[config.mk]
export PLATFORM = sky130hd
export DESIGN_NAME = rv32_ctrl
export DESIGN_NICKNAME = d
export VERILOG_FILES = /design/src/rv32_pkg.sv /design/src/rv32_ctrl.sv
export SDC_FILE = /design/constraint.sdc
export NUM_CORES = 1
export LEC_CHECK = 0
export BUFFER_PORTS_ARGS = -buffer_cell sky130_fd_sc_hd__buf_2
export CORE_MARGIN = 2
export CORE_UTILIZATION = 42
export DETAILED_ROUTE_END_ITERATION = 10
export GPL_ROUTABILITY_DRIVEN = 0
export PLACE_DENSITY = 0.71
export RECOVER_POWER = 100
export SKIP_CTS_REPAIR_TIMING = 1
export SYNTH_ARGS = -nofsm -noshare
export SYNTH_HDL_FRONTEND = slang
export SYNTH_SLANG_ARGS = --single-unit
[constraint.sdc]
create_clock -name clock -period 2.05 [get_ports clock]
set_input_delay 0.205 -clock clock [delete_from_list [all_inputs] [get_ports clock]]
set_output_delay 0.205 -clock clock [all_outputs]
set_load 0.02 [all_outputs]
[src/rv32_pkg.sv]
package rv32_pkg;

   localparam int MEM_BYTES_DEF = 65536;

   localparam int IN_BITS = 56;
   localparam int OUT_BITS = 72;

   localparam logic [6:0] OPC_OP = 7'h33;
   localparam logic [6:0] OPC_IMM = 7'h13;
   localparam logic [6:0] OPC_LOAD = 7'h03;
   localparam logic [6:0] OPC_STORE = 7'h23;
   localparam logic [6:0] OPC_BRANCH = 7'h63;
   localparam logic [6:0] OPC_JAL = 7'h6F;
   localparam logic [6:0] OPC_JALR = 7'h67;
   localparam logic [6:0] OPC_LUI = 7'h37;
   localparam logic [6:0] OPC_AUIPC = 7'h17;
   localparam logic [6:0] OPC_SYSTEM = 7'h73;
   localparam logic [31:0] UPPER_MASK = 32'hFFFFF000;

   localparam logic [2:0] ST_EXEC = 3'd0;
   localparam logic [2:0] ST_UNKNOWN = 3'd1;
   localparam logic [2:0] ST_EXIT = 3'd2;
   localparam logic [2:0] ST_PRINT = 3'd3;
   localparam logic [2:0] ST_EBREAK = 3'd4;
   localparam logic [2:0] ST_IGNORED = 3'd5;
   localparam logic [2:0] ST_WRITTEN = 3'd6;

   localparam logic [0:0] REQ_WRITE = 1'b0;

   typedef enum logic [3:0] {
      S_CLEAR, S_IDLE, S_WRITE, S_FETCH, S_REGA, S_REGB, S_EXEC, S_LOAD, S_STORE, S_RESP
   } state_type;

   typedef enum logic [3:0] {
      CLS_OP, CLS_IMM, CLS_LOAD, CLS_STORE, CLS_BRANCH, CLS_JAL, CLS_JALR,
      CLS_LUI, CLS_AUIPC, CLS_SYSTEM, CLS_UNKNOWN
   } class_type;

   typedef enum logic [1:0] {
      BASE_WORD, BASE_PC, BASE_EA
   } base_type;

   typedef enum logic [1:0] {
      SEL_RS1, SEL_A7, SEL_SECOND
   } rsel_type;

   typedef struct packed {
      logic clr;
      logic cap_req;
      logic mem_rd;
      logic mem_wr;
      base_type mem_base;
      logic [1:0] idx;
      logic cap_inst;
      logic cap_load;
      logic [1:0] cap_idx;
      rsel_type rf_sel;
      logic cap_a;
      logic cap_b;
      logic finish;
   } cmd_type;

   typedef struct packed {
      class_type cls;
      logic [2:0] nbytes;
      logic halted;
      logic clr_last;
      logic rsp_busy;
   } stat_type;

   function automatic class_type decode(input logic [6:0] op);
      class_type c;
      case (op)
         OPC_OP: c = CLS_OP;
         OPC_IMM: c = CLS_IMM;
         OPC_LOAD: c = CLS_LOAD;
         OPC_STORE: c = CLS_STORE;
         OPC_BRANCH: c = CLS_BRANCH;
         OPC_JAL: c = CLS_JAL;
         OPC_JALR: c = CLS_JALR;
         OPC_LUI: c = CLS_LUI;
         OPC_AUIPC: c = CLS_AUIPC;
         OPC_SYSTEM: c = CLS_SYSTEM;
         default: c = CLS_UNKNOWN;
      endcase
      return c;
   endfunction

endpackage

[src/rv32_ctrl.sv]
module rv32_ctrl
   import rv32_pkg::*;
(
   input  logic clock,
   input  logic reset,
   input  logic req_tvalid,
   input  logic req_write,
   output logic req_tready,
   input  stat_type st,
   output cmd_type cmd
);

   state_type state_ff, state_in;
   logic [2:0] cnt_ff, cnt_in;

   always_ff @(posedge clock) begin
      if (reset) begin
         state_ff <= S_CLEAR;
         cnt_ff <= 3'd0;
      end else begin
         state_ff <= state_in;
         cnt_ff <= cnt_in;
      end
   end

   always_comb begin
      state_in = state_ff;
      cnt_in = cnt_ff + 3'd1;
      req_tready = 1'b0;
      cmd = '0;
      cmd.mem_base = BASE_PC;
      cmd.rf_sel = SEL_RS1;
      cmd.idx = cnt_ff[1:0];
      cmd.cap_idx = cnt_ff[1:0] - 2'd1;
      case (state_ff)
         S_CLEAR: begin
            cmd.clr = 1'b1;
            if (st.clr_last) state_in = S_IDLE;
         end
         S_IDLE: begin
            req_tready = 1'b1;
            cnt_in = 3'd0;
            if (req_tvalid) begin
               cmd.cap_req = 1'b1;
               if (req_write == REQ_WRITE) state_in = S_WRITE;
               else if (st.halted) state_in = S_RESP;
               else state_in = S_FETCH;
            end
         end
         S_WRITE: begin
            cmd.mem_wr = 1'b1;
            cmd.mem_base = BASE_WORD;
            if (cnt_ff == 3'd3) state_in = S_RESP;
         end
         S_FETCH: begin
            cmd.mem_rd = (cnt_ff != 3'd4);
            cmd.cap_inst = (cnt_ff != 3'd0);
            if (cnt_ff == 3'd4) state_in = S_REGA;
         end
         S_REGA: begin
            cmd.rf_sel = (st.cls == CLS_SYSTEM) ? SEL_A7 : SEL_RS1;
            state_in = S_REGB;
         end
         S_REGB: begin
            cmd.cap_a = 1'b1;
            cmd.rf_sel = SEL_SECOND;
            state_in = S_EXEC;
         end
         S_EXEC: begin
            cmd.cap_b = 1'b1;
            cnt_in = 3'd0;
            if (st.cls == CLS_LOAD && st.nbytes != 3'd0) state_in = S_LOAD;
            else if (st.cls == CLS_STORE && st.nbytes != 3'd0) state_in = S_STORE;
            else state_in = S_RESP;
         end
         S_LOAD: begin
            cmd.mem_base = BASE_EA;
            cmd.mem_rd = (cnt_ff != st.nbytes);
            cmd.cap_load = (cnt_ff != 3'd0);
            if (cnt_ff == st.nbytes) state_in = S_RESP;
         end
         S_STORE: begin
            cmd.mem_base = BASE_EA;
            cmd.mem_wr = 1'b1;
            if (cnt_ff == st.nbytes - 3'd1) state_in = S_RESP;
         end
         S_RESP: begin
            if (!st.rsp_busy) begin
               cmd.finish = 1'b1;
               state_in = S_IDLE;
            end
         end
         default: state_in = S_IDLE;
      endcase
   end

endmodule

==> flow_summary.toml, run 1 <==
[synthesis]
synth_seq_cells = 7
synthCells = 108
yosysWarnings = 0
synth.area.top_cells = "dfxtp_1, ha_1, nor2_1"
synth_flop_cell = "dfxtp_1"
synth_top_area_share = 0.176
synthTopCellsByCount = "nor2_1, inv_1, a21oi_1, dfxtp_1"
synth_top_cell_by_area = "dfxtp_1"
syn_avg_cell_area_sq_um = 7.38
synth_edf_count = 0
yosysUniqueCellTypes = 40
seq_area_frac_synth = 0.176
yosys.cell_count.top_type = "nor2_1"
syn-cell-area_sq_um = 797
synth_nets = 127
async_flop_share = 0

[pwr]
cellLeakagePower_nw = 0.406
swShare = 0.509
power_frac_clock = 0.111
switchingPower_w = 0.000544
seqPwrFrac = 0.258
p_int_w = 0.000525
peakVddDrop_mv = 0.632
p_per_area_mw_per_mm2 = 1100
combPwrFrac = 0.631

[finish]
stdcell_count = 163
multi_input_area_sq_um = 582
num-fill-cells = 201
nets = 158
drive_above_1_share = 0.196
syn_to_final_growth_pct = 22.0
diodes = 0
final_area_sq_um = 972
ff_latch_area_sq_um = 148

[clocking]
cts.reportedPaths.clkPinSlew_ps = 50
cts_tree = "done"
clk_latency_ps = 240
clockBufferDepth = 2
h-tree-depth = 1
cts_sinks = 7
numCtsBuffers = 3
clock-root-buffer = "clkbuf_4"

[sta]
hold_viol = 0
setup_viol = 0
fin_crit_ps = 1860
maxSlewViolCount = 0
fin_crit_sh = 0.910
worst_slew_pin_slew_ps = 475
fin_worst_skew_ps = 1.70
slew-limit-headroom = 0.683
fmax_mhz = 536
grt_setup_unrepaired = "no"

[die]
pin_count = 32
core_sq_mm = 0.00176
die_h_um = 47.6
die_x_um = 47.6
initial_core_util = 0.452
row_count = 15
dieArea_sq_mm = 0.00226

[critical_path]
critPathLaunchType = "flop"
rrSetupSlack_ps = 240
arrival_ps = 1660
end_kind = "output port"
criticalPathCategory = "reg2out"
crit_fanout = 13
required_ps = 1850

[detailed_routing]
avgRoutedWirePerCell_um = 12.8
detail_route.iter0.violations = 22
drc_errors = 0
totalWireLength_mm = 2.08
vias = 890
firstDrtPassIters = 4
drt-vias-per-instance = 5.46
postRouteAntennaNets = 0

[place]
dp_hpwl_mm = 1.67
dp.cells = 159
port_buffers = 31
placed_area_sq_um = 955

[min_path]
hp-class = "in2reg"

[status]
status = "finished, final reports clean"

[global_routing]
antenna_found_initial = 0
grt-ovfl-total = 0
grt_max_degree = 18
grt_pass1_wl_mm = 3.26
grtUsageTotal = 0.201
grt_pass1_vias = 803

[job]
cap_violations = 0
critical path, cell delays in order, from the launching register on:
cell	delay (ps)
dfxtp_4	380
nand2b_2	250
o31a_1	320
a221oi_1	220
nor3_1	70
buf_2	160
power groups by stage:
stage	Clock, W	Sequential (W)	Combinational, W
2_1_floorplan	0	0.000227	0.000559
3_3_place_gp	0	0.000272	0.000682
3_5_place_dp	0	0.000275	0.000687
4_1_cts	0.000126	0.000272	0.000692
5_1_grt	0.000141	0.000289	0.000745
6_report	0.000119	0.000275	0.000674
layer usage:
layer | wire (um) | vias to the layer above | track usage
li1 | - | 451 | -
met3 | 120 | 4 | 0.0377
met5 | 0 | - | 0
met2 | 1020 | 39 | 0.349
met1 | 903 | 396 | 0.249
met4 | 35 | 0 | 0.0703
placed cells by master, fill, tap and decap left out, types with 4 or more instances in the layout:
master    synthesis  routed
nor2b_1           4       4
nand2b_1          6       5
nor2_1           12      12
ha_1              5       5
xnor2_1           4       4
inv_1             9       9
nand2_1           6       6
clkbuf_1          1      16
a21oi_1           7       7
buf_2             2      15
dfxtp_1           7       5
final cells by class:
type                            count  share of cell area
Timing Repair Buffer               33               0.156
Clock buffer                        4              0.0270
Sequential cell                     7               0.152
Multi-Input combinational cell     85               0.598
Inverter                            9              0.0347
Tap cell                           25              0.0322
stage by stage:
stage          hold WS (ps)  total power [W]  setup WS [ps]  setup TNS, ps  utilization
2_1_floorplan           274         0.000785            239              0            -
3_3_place_gp            431         0.000953            120              0        0.541
3_5_place_dp            428         0.000962            101              0        0.541
4_1_cts                 163          0.00109           -174           -174        0.556
5_1_grt                 167          0.00117           13.3              0        0.551
6_report                160          0.00107            185              0        0.551
kinds of logic (layout without fill, tap and decap cells):
group                    count (synthesis)  count (layout)  share of synthesized area
AO/OA/AOI/OAI                           24              24                      0.206
buffers and inverters                   16              46                     0.0973
adder cells (fa/ha/maj)                  5               5                     0.0785
XOR/XNOR                                 7               7                     0.0863
AND/OR/NAND/NOR                         49              49                      0.356
flip-flops                               7               7                      0.176
state kept, by name (all words and copies together), names as in the netlist:
| name | cells |
|---|---|
| state_ff | 4 |
| cnt_ff | 3 |
final timing paths:
kind | startpoint | end | cells after the start
worst min register to register | state_ff[3]$_SDFFE_PP0P_ | state_ff[3]$_SDFFE_PP0P_ | 2
worst min-delay path | reset | state_ff[3]$_SDFFE_PP0P_ | 2
worst max register to register | state_ff[1]$_SDFFE_PP0P_ | state_ff[3]$_SDFFE_PP0P_ | 5
worst max-delay path | state_ff[3]$_SDFFE_PP0P_ | cmd[14] | 5
Note: power is estimated with default switching activity, not from simulation.
==> run 2: changes to the inputs <==
--- a/config.mk
+++ b/config.mk
@@ -7,10 +7,10 @@
 export LEC_CHECK = 0
 export BUFFER_PORTS_ARGS = -buffer_cell sky130_fd_sc_hd__buf_2
 export CORE_MARGIN = 2
-export CORE_UTILIZATION = 42
+export CORE_UTILIZATION = 47
 export DETAILED_ROUTE_END_ITERATION = 10
 export GPL_ROUTABILITY_DRIVEN = 0
-export PLACE_DENSITY = 0.71
+export PLACE_DENSITY = 0.78
 export RECOVER_POWER = 100
 export SKIP_CTS_REPAIR_TIMING = 1
 export SYNTH_ARGS = -nofsm -noshare
==> run 2 against run 1 <==
  * Register-to-register slack better by 30 ps
  * Clock power is 6% higher
  * Highest routed layer unchanged
  * Fmax shrank 1.6%
  * Critical path depth is 1 higher
  * First-iteration DRC count shrank 27%
==> flow_summary.toml, run 2 (synthesis gave the netlist of run 1 again) <==
[status]
status = "finished, final reports clean"

[finish]
final_cell_mix = "buf_2, clkbuf_1, nor2_1"
syn_to_final_growth_pct = 19.2
num-fill-cells = 163
drive_above_1_share = 0.197
stdcell_count = 153
final_area_sq_um = 950
layout_commonest_cell = "buf_2"
top_regs = "state_ff (4), cnt_ff (3)"
diodes = 0
top_register = "state_ff"
nets = 157
largest_reg_flops = 4

[critical_path]
criticalPathCategory = "reg2out"
rr_worst_depth = 6
rrSetupSlack_ps = 270
arrival_ps = 1690
end_kind = "output port"
r2r-start = "cnt_ff[1]$_SDFF_PP0_"
critPathLaunchType = "flop"
required_ps = 1850
crit_fanout = 17
startpoint = "state_ff[3]$_SDFFE_PP0P_"
r2r_end = "state_ff[3]$_SDFFE_PP0P_"

[place]
placed_area_sq_um = 936
dp.cells = 149
port_buffers = 31
dp_hpwl_mm = 1.58

[clocking]
cts_sinks = 7
cts_tree = "done"
clockBufferDepth = 2
numCtsBuffers = 3
h-tree-depth = 1
clock-root-buffer = "clkbuf_4"
clk_latency_ps = 250
cts.reportedPaths.clkPinSlew_ps = 50

[detailed_routing]
totalWireLength_mm = 1.95
postRouteAntennaNets = 0
drc_errors = 0
firstDrtPassIters = 4
detail_route.iter0.violations = 16
drt-vias-per-instance = 5.73
avgRoutedWirePerCell_um = 12.8
vias = 876

[die]
dieArea_sq_mm = 0.00204
core_sq_mm = 0.00154
pin_count = 32
die_x_um = 45.2
die_h_um = 45.2
initial_core_util = 0.517
row_count = 14

[min_path]
hold_depth = 2
hp-class = "in2reg"
min_to = "state_ff[3]$_SDFFE_PP0P_"
min_from = "reset"

[global_routing]
grt-ovfl-total = 0
grtUsageTotal = 0.204
antenna_found_initial = 0
grt_max_degree = 18
grt_pass1_wl_mm = 3.02
grt_pass1_vias = 723

[pwr]
peakVddDrop_mv = 0.598
cellLeakagePower_nw = 0.403
p_per_area_mw_per_mm2 = 1120

[sta]
setup_viol = 0
fin_crit_ps = 1890
maxSlewViolCount = 0
hold_viol = 0
fin_worst_skew_ps = 4.40
slew-limit-headroom = 0.683
fin_crit_sh = 0.924
worst_slew_pin_slew_ps = 474
fmax_mhz = 528
grt_setup_unrepaired = "no"

[job]
cap_violations = 0
run 2: layout make-up:
class	count	area (sq um)	share of cell area
multi-input combinational	85	582	0.613
clock buffer	4	26.3	0.0277
tap	16	20.0	0.0211
inverter	9	33.8	0.0356
sequential	7	143	0.150
timing repair buffer	32	145	0.153
run 2: report_power, final:
group	leakage (nW)	switching, W	internal (W)	total, W
Combinational	0.330	0.000388	0.000267	0.000655
Sequential	0.0583	0.000101	0.000177	0.000279
Clock	0.0150	0.0000515	0.0000743	0.000126
Total	0.403	0.000541	0.000519	0.00106
run 2: how the worst max path moves through the flow:
stage          depth (start not counted)       to  slack, ps
6_report                               6  cmd[14]        160
2_1_floorplan                          4   cmd[8]        240
3_3_place_gp                           5  cmd[14]        150
5_1_grt                                6  cmd[14]          9
3_5_place_dp                           5  cmd[14]        140
4_1_cts                                5  cmd[14]       -140
run 2: stage by stage:
step | worst slack, ps | utilization | power, W | hold WS, ps | TNS (ps)
2_1_floorplan | 239 | - | 0.000785 | 274 | 0
3_3_place_gp | 149 | 0.607 | 0.000945 | 431 | 0
3_5_place_dp | 142 | 0.607 | 0.000954 | 436 | 0
4_1_cts | -144 | 0.624 | 0.00108 | 169 | -144
5_1_grt | 8.51 | 0.616 | 0.00116 | 181 | 0
6_report | 156 | 0.616 | 0.00106 | 165 | 0
run 2: worst max-delay path, cell delays in order (launching register included):
cell and delay, ps:
dfxtp_2 480, nand2b_2 240, nand4_1 130, o31a_1 130
a221oi_1 220, nor3_1 70, buf_2 170
run 2: routing by layer:
layer	track usage	up-vias	wire length (um)
li1	-	444	-
met1	0.258	393	893
met2	0.331	35	902
met3	0.0280	4	122
met4	0.112	0	35
met5	0	-	0
==> run 3: changes to the inputs <==
--- a/config.mk
+++ b/config.mk
@@ -6,12 +6,15 @@
 export NUM_CORES = 1
 export LEC_CHECK = 0
 export BUFFER_PORTS_ARGS = -buffer_cell sky130_fd_sc_hd__buf_2
+export CELL_PAD_IN_SITES_DETAIL_PLACEMENT = 0
+export CELL_PAD_IN_SITES_GLOBAL_PLACEMENT = 1
 export CORE_MARGIN = 2
-export CORE_UTILIZATION = 47
+export CORE_UTILIZATION = 33
 export DETAILED_ROUTE_END_ITERATION = 10
 export GPL_ROUTABILITY_DRIVEN = 0
-export PLACE_DENSITY = 0.78
+export PLACE_DENSITY_LB_ADDON = 0.1
 export RECOVER_POWER = 100
+export SETUP_SLACK_MARGIN = 0.4
 export SKIP_CTS_REPAIR_TIMING = 1
 export SYNTH_ARGS = -nofsm -noshare
 export SYNTH_HDL_FRONTEND = slang
==> run 3 against run 2 <==
  * Clock skew is 4.1 ps lower
  * Clock-buffer cell count stayed put
  * Die area is 38% higher
  * Sequential share of layout area is 1.2 points lower
  * First-iteration DRC count is 38% lower
  * Worst hold slack better by 13 ps
  * Cell count is 14% higher
  * Clock power is 6% lower
  * Global-route usage is 4.0 points lower
  * Flip-flop and latch count stayed put
  * Largest cell class unchanged
  * Highest routed layer unchanged
==> flow_summary.toml, run 3 (synthesis gave the netlist of run 1 again) <==
[min_path]
hp-class = "in2reg"

[place]
dp_hpwl_mm = 1.74
port_buffers = 31
placed_area_sq_um = 987
dp_slack_ps = 148

[sta]
fin_ws_ps = 254
setup_viol = 0
slew-limit-headroom = 0.744
fmax_mhz = 557
grt_setup_unrepaired = "yes"
hold_viol = 0
fin_worst_skew_ps = 0.264
setup_tns_ps = 0
maxSlewViolCount = 0
fin_crit_sh = 0.876
fin_crit_ps = 1800
worst_slew_pin_slew_ps = 379

[status]
status = "finished, final reports clean"

[critical_path]
criticalPathCategory = "reg2reg"
cp_slowest_cell = "dfxtp_1"
required_ps = 2180
crit_path_max_incr_delay_ps = 520
critPathLaunchType = "flop"
crit_top_cell = "or3_1"
end_kind = "flop"
path_cells = "buf_12 > nand4bb_1 > or3_1 > a211oi_1 > or3_1 > a21oi_1"
crit_fanout = 10
arrival_ps = 1930

[finish]
final_cell_mix = "buf_2, clkbuf_1, nor2_1"
largest_reg_flops = 4
final_area_sq_mm = 0.00115
top_register = "state_ff"
diodes = 0
syn_to_final_growth_pct = 44.9
layout_commonest_cell = "buf_2"
top_regs = "state_ff (4), cnt_ff (3)"
drive_above_1_share = 0.384
nets = 166

[clocking]
clock-root-buffer = "clkbuf_4"
cts_tree = "done"
cts_sinks = 7
cts.reportedPaths.clkPinSlew_ps = 50
numCtsBuffers = 3
clockBufferDepth = 2
h-tree-depth = 1
clk_latency_ps = 240

[global_routing]
grt-ovfl-total = 0
grt_pass1_wl_mm = 3.40
antenna_found_initial = 0
grtUsageTotal = 0.164
grt_max_degree = 18
grt_pass1_vias = 764

[pwr]
seqPwrFrac = 0.218
cellLeakagePower_nw = 0.476
p_per_area_mw_per_mm2 = 1120
power_frac_clock = 0.092
combPwrFrac = 0.691
power_w = 0.00129
switchingPower_w = 0.000612
p_int_w = 0.000680
swShare = 0.474
peakVddDrop_mv = 0.641

[detailed_routing]
vias = 926
drc_errors = 0
met3WireLength_um = 85
detail_route.iter0.violations = 10
m1WireLength_mm = 1.18
postRouteAntennaNets = 0
drt-vias-per-instance = 5.32
totalWireLength_mm = 2.34
top_layer_used = "met4"
route.met2.wl_mm = 1.06
avgRoutedWirePerCell_um = 13.4
firstDrtPassIters = 4

[die]
pin_count = 32
row_count = 17
die_x_um = 53.1
core_sq_mm = 0.00225
die_h_um = 53.1
dieArea_sq_mm = 0.00282
initial_core_util = 0.353

[job]
cap_violations = 0
-- run 3: cell type report --
cell class                      instances  area [sq um]
Clock buffer                            4          26.3
Fill cell                             258          1100
Inverter                                9          33.8
Multi-Input combinational cell         85           657
Sequential cell                         7           160
Tap cell                               28          35.0
Timing Repair Buffer                   41           243
-- run 3: metal layers --
metal	vias up	global-route usage
met5	-	0
met4	0	0.0769
met3	2	0
met2	20	0.252
met1	436	0.237
li1	468	-
-- run 3: power groups by stage --
stage               combinational, W  sequential (W)  clock (W)
detailed placement          0.000715        0.000276          0
finish                      0.000893        0.000281   0.000118
global placement            0.000718        0.000277          0
CTS                         0.000720        0.000273   0.000128
global route                0.000974        0.000291   0.000135
floorplan                   0.000574        0.000227          0
-- run 3: through the flow --
step	hold slack, ps	utilization	cells
2_1_floorplan	274	-	108
3_3_place_gp	424	0.438	163
3_5_place_dp	439	0.438	163
4_1_cts	172	0.450	167
5_1_grt	172	0.512	174
6_report	178	0.512	174
-- run 3: final timing paths --
check	from	to	slack, ps	cells past startpoint
setup reg to reg	state_ff[2]$_SDFFE_PP0P_	state_ff[3]$_SDFFE_PP0P_	250	6
hold / removal	reset	state_ff[3]$_SDFFE_PP0P_	180	2
setup / recovery	state_ff[2]$_SDFFE_PP0P_	state_ff[3]$_SDFFE_PP0P_	250	6
hold reg to reg	state_ff[0]$_SDFFE_PP0P_	state_ff[0]$_SDFFE_PP0P_	550	2
-- run 3: critical path: cells and delay by family, from the launching register on --
| family | cells | cell delay (ps) |
|---|---|---|
| AND/OR/NAND/NOR | 3 | 690 |
| AO/OA/AOI/OAI | 2 | 310 |
| flip-flops | 1 | 520 |
| buffers and inverters | 1 | 170 |
